==> config.mk <==
export PLATFORM = sky130hd
export DESIGN_NAME = utf8_validator_no_controls_core
export DESIGN_NICKNAME = d
export VERILOG_FILES = /design/src/u8v_pkg.sv /design/src/utf8_validator_no_controls_core.sv /design/src/u8v_front.sv /design/src/u8v_queue.sv /design/src/u8v_back.sv
export SDC_FILE = /design/constraint.sdc
export NUM_CORES = 1
export LEC_CHECK = 0
export BUFFER_PORTS_ARGS = -buffer_cell sky130_fd_sc_hd__clkbuf_2
export CAP_MARGIN = 20
export CELL_PAD_IN_SITES_DETAIL_PLACEMENT = 1
export CELL_PAD_IN_SITES_GLOBAL_PLACEMENT = 2
export CORE_MARGIN = 3
export CORE_UTILIZATION = 25
export DETAILED_ROUTE_END_ITERATION = 10
export PLACE_DENSITY = 0.47
export SYNTH_ARGS = -nofsm -noshare
export SYNTH_HDL_FRONTEND = slang
export SYNTH_SLANG_ARGS = --single-unit
==> constraint.sdc <==
create_clock -name clk -period 3.31 [get_ports clk]
set_clock_uncertainty 0.2 [all_clocks]
set_input_delay 0.993 -clock clk [delete_from_list [all_inputs] [get_ports clk]]
set_output_delay 0.993 -clock clk [all_outputs]
set_load 0.02 [all_outputs]
==> src/u8v_pkg.sv <==
package u8v_pkg;

	// Width of the code point accumulator.
	localparam int unsigned CP_W = 21;

	// Code point limits for the end-of-sequence checks.
	localparam logic [CP_W-1:0] CP_MIN_3BYTE  = 21'h000800;
	localparam logic [CP_W-1:0] CP_MIN_4BYTE  = 21'h010000;
	localparam logic [CP_W-1:0] CP_C1_LO      = 21'h000080;
	localparam logic [CP_W-1:0] CP_C1_HI      = 21'h00009F;
	localparam logic [CP_W-1:0] CP_SURR_LO    = 21'h00D800;
	localparam logic [CP_W-1:0] CP_SURR_HI    = 21'h00DFFF;
	localparam logic [CP_W-1:0] CP_MAX        = 21'h10FFFF;

	// Byte boundaries used by the front classifier.
	localparam logic [7:0] BYTE_SPACE     = 8'h20;
	localparam logic [7:0] BYTE_DEL       = 8'h7F;
	localparam logic [7:0] BYTE_ASCII_END = 8'h80;
	localparam logic [7:0] BYTE_LEAD2_LO  = 8'hC2;
	localparam logic [7:0] BYTE_LEAD2_HI  = 8'hDF;
	localparam logic [7:0] BYTE_LEAD3_LO  = 8'hE0;
	localparam logic [7:0] BYTE_LEAD3_HI  = 8'hEF;
	localparam logic [7:0] BYTE_LEAD4_LO  = 8'hF0;
	localparam logic [7:0] BYTE_LEAD4_HI  = 8'hF4;

	// Continuation counts of the three multi-byte forms.
	localparam logic [1:0] CONTS_2BYTE = 2'd1;
	localparam logic [1:0] CONTS_3BYTE = 2'd2;
	localparam logic [1:0] CONTS_4BYTE = 2'd3;

	// Class of a byte when it is read as the start of a character.
	typedef enum logic [2:0] {
		CLS_ASCII,
		CLS_CTRL,
		CLS_LEAD2,
		CLS_LEAD3,
		CLS_LEAD4,
		CLS_BAD
	} lead_cls_t;

	// One classified item as it travels from the front to the back.
	typedef struct packed {
		logic       has_byte;
		logic       last;
		lead_cls_t  cls;
		logic [7:0] data;
	} item_t;

	// Queue status seen by the top level.
	typedef struct packed {
		logic full;
		logic empty;
	} q_status_t;

endpackage

==> src/utf8_validator_no_controls_core.sv <==
// The last item passes the front register and the queue; the back registers its verdict.
// Throughput: one byte per cycle unless stalled; the decoder steps its running state per item.
// A full queue stalls the input; a stalled verdict blocks only the next item marked last.
// Reset (arst_n low, asynchronous) clears the decoder state, the queue pointers and all valids.
// Queue contents and payload registers are not reset.
module utf8_validator_no_controls_core
	import u8v_pkg::*;
#(
	parameter int unsigned QUEUE_DEPTH = 4
) (
	input  logic       clk,
	input  logic       arst_n,
	input  logic       in_valid,
	output logic       in_stall,
	input  logic [7:0] byte_value,
	input  logic       has_byte,
	input  logic       last,
	output logic       out_valid,
	input  logic       out_stall,
	output logic       string_valid
);

	logic      f_valid;
	logic      f_stall;
	item_t     f_item;
	logic      q_valid;
	logic      q_stall;
	item_t     q_item;
	q_status_t q_stat;

	u8v_front u_front (
		.clk        (clk),
		.arst_n     (arst_n),
		.in_valid   (in_valid),
		.in_stall   (in_stall),
		.byte_value (byte_value),
		.has_byte   (has_byte),
		.last       (last),
		.item_valid (f_valid),
		.item       (f_item),
		.item_stall (f_stall)
	);

	u8v_queue #(
		.DEPTH (QUEUE_DEPTH)
	) u_queue (
		.clk        (clk),
		.arst_n     (arst_n),
		.push_valid (f_valid),
		.push_stall (f_stall),
		.push_item  (f_item),
		.pop_valid  (q_valid),
		.pop_stall  (q_stall),
		.pop_item   (q_item),
		.status     (q_stat)
	);

	u8v_back u_back (
		.clk          (clk),
		.arst_n       (arst_n),
		.item_valid   (q_valid),
		.item_stall   (q_stall),
		.item         (q_item),
		.out_valid    (out_valid),
		.out_stall    (out_stall),
		.string_valid (string_valid)
	);

	// The input is held back only by a full queue.
	a_stall_means_full: assert property (@(posedge clk) disable iff (!arst_n)
		in_stall |-> q_stat.full)
		else $error("input stalled while queue has room");

	// The queue is never full and empty at once.
	a_queue_status: assert property (@(posedge clk) disable iff (!arst_n)
		!(q_stat.full && q_stat.empty))
		else $error("queue reports full and empty");

	// A transferred verdict leaves unless a new one loads behind it.
	a_verdict_drains: assert property (@(posedge clk) disable iff (!arst_n)
		(out_valid && !out_stall && !(q_valid && q_item.last)) |=> !out_valid)
		else $error("verdict repeated after transfer");

endmodule

==> src/u8v_front.sv <==
module u8v_front
	import u8v_pkg::*;
(
	input  logic       clk,
	input  logic       arst_n,
	input  logic       in_valid,
	output logic       in_stall,
	input  logic [7:0] byte_value,
	input  logic       has_byte,
	input  logic       last,
	output logic       item_valid,
	output item_t      item,
	input  logic       item_stall
);

	logic      valid_s1;
	item_t     item_s1;
	lead_cls_t cls;

	// Classify the byte as a potential lead byte.
	always_comb begin
		priority if (byte_value < BYTE_ASCII_END) begin
			cls = (byte_value < BYTE_SPACE || byte_value == BYTE_DEL) ? CLS_CTRL : CLS_ASCII;
		end else if (byte_value >= BYTE_LEAD2_LO && byte_value <= BYTE_LEAD2_HI) begin
			cls = CLS_LEAD2;
		end else if (byte_value >= BYTE_LEAD3_LO && byte_value <= BYTE_LEAD3_HI) begin
			cls = CLS_LEAD3;
		end else if (byte_value >= BYTE_LEAD4_LO && byte_value <= BYTE_LEAD4_HI) begin
			cls = CLS_LEAD4;
		end else begin
			cls = CLS_BAD;
		end
	end

	// The front register holds while the queue is full.
	assign in_stall = valid_s1 && item_stall;

	always_ff @(posedge clk or negedge arst_n) begin
		if (!arst_n) begin
			valid_s1 <= 1'b0;
		end else if (!in_stall) begin
			valid_s1 <= in_valid;
		end
	end

	always_ff @(posedge clk) begin
		if (in_valid && !in_stall) begin
			item_s1.has_byte <= has_byte;
			item_s1.last     <= last;
			item_s1.cls      <= cls;
			item_s1.data     <= byte_value;
		end
	end

	assign item_valid = valid_s1;
	assign item       = item_s1;

endmodule

==> src/u8v_queue.sv <==
module u8v_queue
	import u8v_pkg::*;
#(
	parameter int unsigned DEPTH = 4
) (
	input  logic      clk,
	input  logic      arst_n,
	input  logic      push_valid,
	output logic      push_stall,
	input  item_t     push_item,
	output logic      pop_valid,
	input  logic      pop_stall,
	output item_t     pop_item,
	output q_status_t status
);

	localparam int unsigned PTR_W = (DEPTH > 1) ? $clog2(DEPTH) : 1;
	localparam int unsigned CNT_W = $clog2(DEPTH + 1);

	item_t            mem_q [DEPTH];
	logic [PTR_W-1:0] wr_ptr_q;
	logic [PTR_W-1:0] rd_ptr_q;
	logic [CNT_W-1:0] count_q;
	logic             full;
	logic             empty;
	logic             push;
	logic             pop;

	assign full       = (count_q == CNT_W'(DEPTH));
	assign empty      = (count_q == '0);
	assign push       = push_valid && !full;
	assign pop        = !empty && !pop_stall;
	assign push_stall = full;
	assign pop_valid  = !empty;
	assign pop_item   = mem_q[rd_ptr_q];
	assign status     = '{full: full, empty: empty};

	// Queue storage.
	always_ff @(posedge clk) begin
		if (push) begin
			mem_q[wr_ptr_q] <= push_item;
		end
	end

	// Pointers and fill count.
	always_ff @(posedge clk or negedge arst_n) begin
		if (!arst_n) begin
			wr_ptr_q <= '0;
			rd_ptr_q <= '0;
			count_q  <= '0;
		end else begin
			if (push) begin
				wr_ptr_q <= (wr_ptr_q == PTR_W'(DEPTH - 1)) ? '0 : wr_ptr_q + 1'b1;
			end
			if (pop) begin
				rd_ptr_q <= (rd_ptr_q == PTR_W'(DEPTH - 1)) ? '0 : rd_ptr_q + 1'b1;
			end
			if (push && !pop) begin
				count_q <= count_q + 1'b1;
			end else if (pop && !push) begin
				count_q <= count_q - 1'b1;
			end
		end
	end

endmodule

==> src/u8v_back.sv <==
module u8v_back
	import u8v_pkg::*;
(
	input  logic  clk,
	input  logic  arst_n,
	input  logic  item_valid,
	output logic  item_stall,
	input  item_t item,
	output logic  out_valid,
	input  logic  out_stall,
	output logic  string_valid
);

	logic [CP_W-1:0] accum_q;
	logic [1:0]      pending_q;
	logic [1:0]      seq_len_q;
	logic            error_q;
	logic            out_valid_q;
	logic            string_valid_q;

	logic [CP_W-1:0] accum_d;
	logic [1:0]      pending_d;
	logic [1:0]      seq_len_d;
	logic            error_d;
	logic [CP_W-1:0] cp;
	logic [1:0]      pend_dec;
	logic            take;
	logic            ok;

	// Only a verdict item waits for the output register.
	assign item_stall = item.last && out_valid_q && out_stall;
	assign take       = item_valid && !item_stall;

	assign cp       = {accum_q[CP_W-7:0], item.data[5:0]};
	assign pend_dec = pending_q - 2'd1;

	// Decode one byte against the running state.
	always_comb begin
		accum_d   = accum_q;
		pending_d = pending_q;
		seq_len_d = seq_len_q;
		error_d   = error_q;
		if (item.has_byte) begin
			if (pending_q == 2'd0) begin
				unique case (item.cls)
					CLS_ASCII: begin
					end
					CLS_LEAD2: begin
						accum_d   = CP_W'(item.data[4:0]);
						pending_d = CONTS_2BYTE;
						seq_len_d = CONTS_2BYTE;
					end
					CLS_LEAD3: begin
						accum_d   = CP_W'(item.data[3:0]);
						pending_d = CONTS_3BYTE;
						seq_len_d = CONTS_3BYTE;
					end
					CLS_LEAD4: begin
						accum_d   = CP_W'(item.data[2:0]);
						pending_d = CONTS_4BYTE;
						seq_len_d = CONTS_4BYTE;
					end
					default: begin
						error_d   = 1'b1;
						accum_d   = '0;
						pending_d = 2'd0;
						seq_len_d = 2'd0;
					end
				endcase
			end else if (item.data[7:6] != 2'b10) begin
				error_d   = 1'b1;
				accum_d   = '0;
				pending_d = 2'd0;
				seq_len_d = 2'd0;
			end else if (pend_dec != 2'd0) begin
				accum_d   = cp;
				pending_d = pend_dec;
			end else if ((seq_len_q == CONTS_3BYTE && cp < CP_MIN_3BYTE) ||
					(seq_len_q == CONTS_4BYTE && cp < CP_MIN_4BYTE) ||
					(cp >= CP_C1_LO && cp <= CP_C1_HI) ||
					(cp >= CP_SURR_LO && cp <= CP_SURR_HI) ||
					(cp > CP_MAX)) begin
				error_d   = 1'b1;
				accum_d   = '0;
				pending_d = 2'd0;
				seq_len_d = 2'd0;
			end else begin
				accum_d   = '0;
				pending_d = 2'd0;
				seq_len_d = 2'd0;
			end
		end
	end

	assign ok = !error_d && (pending_d == 2'd0);

	// Running decoder state, cleared at the end of each string.
	always_ff @(posedge clk or negedge arst_n) begin
		if (!arst_n) begin
			accum_q   <= '0;
			pending_q <= 2'd0;
			seq_len_q <= 2'd0;
			error_q   <= 1'b0;
		end else if (take) begin
			if (item.last) begin
				accum_q   <= '0;
				pending_q <= 2'd0;
				seq_len_q <= 2'd0;
				error_q   <= 1'b0;
			end else begin
				accum_q   <= accum_d;
				pending_q <= pending_d;
				seq_len_q <= seq_len_d;
				error_q   <= error_d;
			end
		end
	end

	// Verdict output register.
	always_ff @(posedge clk or negedge arst_n) begin
		if (!arst_n) begin
			out_valid_q <= 1'b0;
		end else if (take && item.last) begin
			out_valid_q <= 1'b1;
		end else if (!out_stall) begin
			out_valid_q <= 1'b0;
		end
	end

	always_ff @(posedge clk) begin
		if (take && item.last) begin
			string_valid_q <= ok;
		end
	end

	assign out_valid    = out_valid_q;
	assign string_valid = string_valid_q;

endmodule

## After elaboration in Yosys (flattened, before gate mapping)

Memory sizes are Yosys's and may differ from the RTL's.
Cells that the tools add are included.

| storage, ports and cells | value |
|---|---|
| flip-flop bits (word level) | 43 |
| bits in writable memories | 52 |
| bits of input ports | 14 |
| word-level logic and storage cells | 125 |
| memories | 1 |

| operators by class | value |
|---|---|
| $add $sub $neg | 5 |
| order comparisons | 15 |
| eq/ne operators | 13 |
| mux-type cells | 38 |
| reduce and logical (&&, ||, !) cells | 39 |

Memory list:

| memory | words | bits a word | rd ports | clocked after Yosys merged registers in | wr ports | RTL line | source |
|---|---|---|---|---|---|---|---|
| u_queue.mem_q | 4 | 13 | 1 | 0 | 1 | u8v_queue.sv:20 | `item_t mem_q [DEPTH];` |

Operators by type and width:

| cell | count |
|---|---|
| 2-to-1 mux 15 bit | 5 |
| case mux 15 bit (4 select lines) | 1 |
| >= comparator 8 bit (second input constant) | 3 |
| less-or-equal comparator 8 bit (second input constant) | 3 |
| 2-to-1 mux 2 bit | 12 |
| >= comparator 21 x 16 -> 1 bit (second input constant) | 1 |
| >= comparator 21 x 8 -> 1 bit (second input constant) | 1 |
| > comparator 21 bit (second input constant) | 1 |
| less-or-equal comparator 21 x 16 -> 1 bit (second input constant) | 1 |
| less-or-equal comparator 21 x 8 -> 1 bit (second input constant) | 1 |
| less-than comparator 21 x 12 -> 1 bit (second input constant) | 1 |
| less-than comparator 21 x 17 -> 1 bit (second input constant) | 1 |
| logical AND 1 bit | 17 |
| case mux 2 bit (4 select lines) | 2 |
| 2-to-1 mux 3 bit | 5 |
| 2-to-1 mux 1 bit | 13 |
| equality test 2 bit (second input constant) | 4 |
| equality test 8 x 7 -> 1 bit (second input constant) | 1 |
| less-than comparator 8 x 6 -> 1 bit (second input constant) | 1 |
| less-than comparator 8 bit (second input constant) | 1 |
| logical NOT 1 bit | 7 |
| equality test 3 x 2 -> 1 bit (second input constant) | 2 |
| equality test 3 bit (second input constant) | 2 |
| logical NOT 3 bit | 2 |
| 14 further kinds | 22 |

## Logic depth before layout (Yosys ltp)

An unclocked memory read counts as a cell.

| logic depth | value |
|---|---|
| depth after elaboration | 14 |
| mapped depth | 10 |
| mapped depth without buffers | 9 |

## Cells and area by module

A second synthesis with hierarchy kept.

| second synthesis, totals | value |
|---|---|
| cells, all modules | 268 |
| area, all modules | 4121.5 um^2 |

By module, submodules not included:

| module | times used | cells an instance | area an instance (um^2) | sequential area each (um^2) |
|---|---|---|---|---|
| u8v_queue | 1 | 109 | 2369.8 | 1736.7 |
| u8v_back | 1 | 128 | 1232.4 | 555.5 |
| u8v_front | 1 | 31 | 519.2 | 415.4 |

## Least setup slack after synthesis

No wires, ideal clock.

| timing | value |
|---|---|
| path type | register to register |
| start point | reg u_queue.rd_ptr_q[0] |
| end point | reg u_queue.count_q[1] |
| library setup time | 0.125 ns |
| arrival | 2.224 ns |
| slack | 0.761 ns |
| cell stages (with the launch flop) | 9 |
| buffers on the path | 1 |
| cells stage by stage | dfrtp_1 buf_6 mux4_2 a31oi_4 inv_2 ha_1 inv_1 fa_1 mux2_2 |

| on the way | value |
|---|---|
| cells in the longest elaborated chain, start to end | 8 |

RTL lines:

| item | RTL line | source |
|---|---|---|
| from (decl) | u8v_queue.sv:22 | `logic [PTR_W-1:0] rd_ptr_q;` |
| from (signal assigned) | u8v_queue.sv:56 | `rd_ptr_q <= (rd_ptr_q == PTR_W'(DEPTH - 1)) ? '0 : rd_ptr_q + 1'b1;` |
| memory (4 x 13 bit) (*) | n/a |  |
| logical AND 1 bit (*) (2 in a row) | u8v_back.sv:31 | `assign item_stall = item.last && out_valid_q && out_stall;` |
| logical NOT 1 bit (*) | u8v_queue.sv:32 | `assign pop = !empty && !pop_stall;` |
| logical AND 1 bit (*) | u8v_queue.sv:32 |  |
| logical NOT 1 bit | u8v_queue.sv:58 | `if (push && !pop) begin` |
| logical AND 1 bit | u8v_queue.sv:58 |  |
| 2-to-1 mux 3 bit or nonzero test 2 bit (tied branches) | n/a |  |
| to (signal assigned) | u8v_queue.sv:59 | `count_q <= count_q + 1'b1;` |
| to (signal assigned) | u8v_queue.sv:61 | `count_q <= count_q - 1'b1;` |
| to (decl) | u8v_queue.sv:23 | `logic [CNT_W-1:0] count_q;` |

Every way passes the cells marked *; elsewhere a longest branch is shown, timed or not.
A chain may end at the register's enable or synchronous reset.

## Final worst setup path

| timing | value |
|---|---|
| start point | reg u_queue.rd_ptr_q[0] |
| end point | reg u_back.accum_q[4] |

| on the way | value |
|---|---|
| cells in the longest elaborated chain, start to end | 6 |

RTL lines:

| item | RTL line | source |
|---|---|---|
| memory (4 x 13 bit) (*) | n/a |  |
| equality test 3 bit (tied with other cells) | u8v_back.sv:45 | `unique case (item.cls)` |
| case mux 15 bit (4 select lines) (tied with other cells) | u8v_back.sv:45 |  |
| 2-to-1 mux 15 bit or logical NOT 1 bit (tied branches) | u8v_back.sv:44, u8v_back.sv:32 |  |
| 2-to-1 mux 15 bit or logical AND 1 bit (tied branches) | u8v_back.sv:43, u8v_back.sv:32 |  |
| 2-to-1 mux 15 bit or AND reduction 3 bit (tied branches) | n/a |  |
| to (signal assigned) | u8v_back.sv:111 | `accum_q <= accum_d;` |
| to (decl) | u8v_back.sv:14 | `logic [CP_W-1:0] accum_q;` |

Every way passes the cells marked *; elsewhere a longest branch is shown, timed or not. The select of a mux whose other input is x is not followed.

==> qor.yml <==
worstMarginPinSlew_ns: 0.823
seq_area_um2: 2710
cts_tree: "done"
multiInputGateArea_um2: 1170
synthDistinctLibCells: 50
crit_buf_inv: 2
grt_use_total: 0.0985
post_cts_buffers: 0
grt_pass1_vias: 2242
slew_violations: 0
ir_drop_mv: 0.396
ctsRootBufferMaster: "clkbuf_16"
worst_ep_required_time_ns: 3.33
worstSetupPathType: "reg2reg"
critPathSlowestCell: "mux4_2"
dr_total_vias: 2106
grt.overflow.total: 0
synth_top_area_cell: "edfxtp_1"
yosysSeqAreaShare: 0.682
crit_arrival_ns: 2.71
antenna_cells: 0
cpLargestDelayFamily: "compound AO/OA/AOI/OAI gates"
setup_tns_ns: 0
drv_cap: 0
p_per_area_nw_per_um2: 932
layout.nets: 297
routabilityCongestion: 0.712
synth_edf_count: 66
drive_gt1_frac: 0.208
avgSynthCellArea_um2: 16.2
vias_per_cell: 4.30
core-area_um2: 15400
start_kind: "register"
wl_per_cell_um: 16.1
leakage_nw: 1.74
die_x_um: 132
path_clk_slew_ns: 0.07
outcome: "finished, final reports clean"
antenna_found_initial: 0
syn_nets: 268
timing.final.crit_share: 0.814
first_pass_iters: 4
synth_area_um2: 3970
ant_nets: 0
critical_path.max_stage_delay_ns: 0.55
synth.most_common_cell: "edfxtp_1"
max_freq_ghz: 0.371
synthTopCellsByArea: "edfxtp_1 (50%), dfrtp_1 (18%), mux4_2 (4.5%)"
synth_top_area_frac: 0.499
num-fill-cells: 1613
min_path_type: "reg2reg"
grt_max_degree: 30
htreeDepth: 3
max_slew_margin: 0.452
hold_viol: 0
whs_ns: 0.295
die_h_um: 132
synthCells: 245
first_iter_violations: 81
syn_to_final_growth_pct: 17.3
hp-start: "u_front.item[3]$_DFFE_PP_"
ys_warn_count: 0
setup_viol_count_final: 0
numPortBuffers: 16
rsz0062_at_grt: "false"
ys_top_cells_by_count: "edfxtp_1 (66), dfrtp_1 (29), nand2_1 (13), o21ai_0 (13), nor2_1 (12)"
cp-startpoint: "u_queue.rd_ptr_q[0]$_DFFE_PN0P_"
clk_path_buf_depth: 2
drc: 0
critPathMaxFanout: 19
clock_latency_ns: 0.35
finalWorstPathRequiredPeriod_ns: 2.69
grt_pass1_wl_mm: 12.9
ys_ff_latch: 95
synthFlopType: "edfxtp_1"
io_pins: 17
detailedPlacementHpwl_mm: 5.62
worstPathCellList: "buf_4 > mux4_2 > nand2b_1 > o31ai_4 > a21o_1 > buf_4 > o21ai_0"
holdBufCountCts: 0
numCtsBuffers: 9
ctsResizeCount: 0
fin_util: 0.303
synthArstFlopShare: 0.305
dieArea_um2: 17400
cts.sinks: 95
rows: 45
routed_wl_mm: 7.87
crit_top_cell: "buf_4"
r2r-start: "u_queue.rd_ptr_q[0]$_DFFE_PN0P_"
initial_utilization: 0.258
end_kind: "register"
layer usage:
layer  global-route usage  vias to the layer above  part of all wire
li1                     -                     1007                 -
met1                0.127                     1066              0.47
met2                0.153                       28              0.48
met3               0.0374                        5             0.039
met4               0.0333                        0             0.013
met5                    0                        -                 0
through the flow:
| stage | setup WS (ns) | std cells | power, mW | area, um2 |
|---|---|---|---|---|
| global placement | 0.574 | 474 | 3.26 | 4320 |
| global route | 0.350 | 490 | 4.69 | 4660 |
| detailed placement | 0.571 | 474 | 3.26 | 4320 |
| floorplan | 0.761 | 245 | 2.88 | 3970 |
| finish | 0.617 | 490 | 4.34 | 4660 |
| CTS | 0.562 | 490 | 4.45 | 4660 |
cells in the final DEF, fill, tap and decap left out, drive strengths merged, types with 2 or more instances in the layout:
master  Yosys  routed
inv         8      10
and2b       2       2
clkbuf      1      25
bufinv      0       2
nor3        5       5
dfrtp      29      29
mux4       12      12
xor2        2       2
a21o        2       2
a22o       11      11
or2         2       2
o21ai      15      15
nand3b      2       2
a31oi       2       2
edfxtp     66      66
and2        5       5
mux2        3       3
or4         2       2
a32o        6       6
nor2       12      12
nand2      13      13
nor2b       2       2
and4b       2       2
ha          8       8
clkinv      0       3
a21oi       4       4
nand2b      7       7
buf         6       9
flip-flops by register name, summed over array words and instances (netlist names), 2 cells and up:
signal	count
u_back.accum_q	15
u_back.pending_q	2
u_back.seq_len_q	2
u_front.item	13
u_queue.count_q	3
u_queue.mem_q	52
u_queue.rd_ptr_q	2
u_queue.wr_ptr_q	2
area by class of cell:
class / instances / area share
flip-flops and latches: 95 / 0.581
multi-input cells: 135 / 0.251
well taps: 211 / 0.0567
clock buffers: 9 / 0.0483
repair buffers: 25 / 0.0317
clock inverters: 7 / 0.0250
inverters: 8 / 0.00644
path summary, 6_finish.rpt:
path | slack (ns) | cells past startpoint | end
max in group asynchronous | 1.85 | 1 | u_back.accum_q[2]$_DFFE_PN0P_
worst min-delay path | 0.29 | 0 | u_queue.mem_q[0][3]$_DFFE_PP_
worst max-delay path | 0.62 | 7 | u_back.accum_q[4]$_DFFE_PN0P_
min in group asynchronous | 0.53 | 1 | u_queue.count_q[2]$_DFFE_PN0P_
worst max register to register | 0.62 | 7 | u_back.accum_q[4]$_DFFE_PN0P_
worst min register to register | 0.29 | 0 | u_queue.mem_q[0][3]$_DFFE_PP_
logic make-up after synthesis:
logic type,share of synthesized area
flops,0.682
mux,0.0803
simple gates,0.0863
compound gates,0.0907
buf+inv,0.0239
xor+xnor,0.00662
fa+ha+maj,0.0302
where the power goes:
part           switching [mW]  internal [mW]  total, mW
Combinational           0.829          0.591       1.42
Clock                   0.482          0.682       1.16
Sequential              0.156           1.61       1.76
Power figures use the tool's default switching activity.
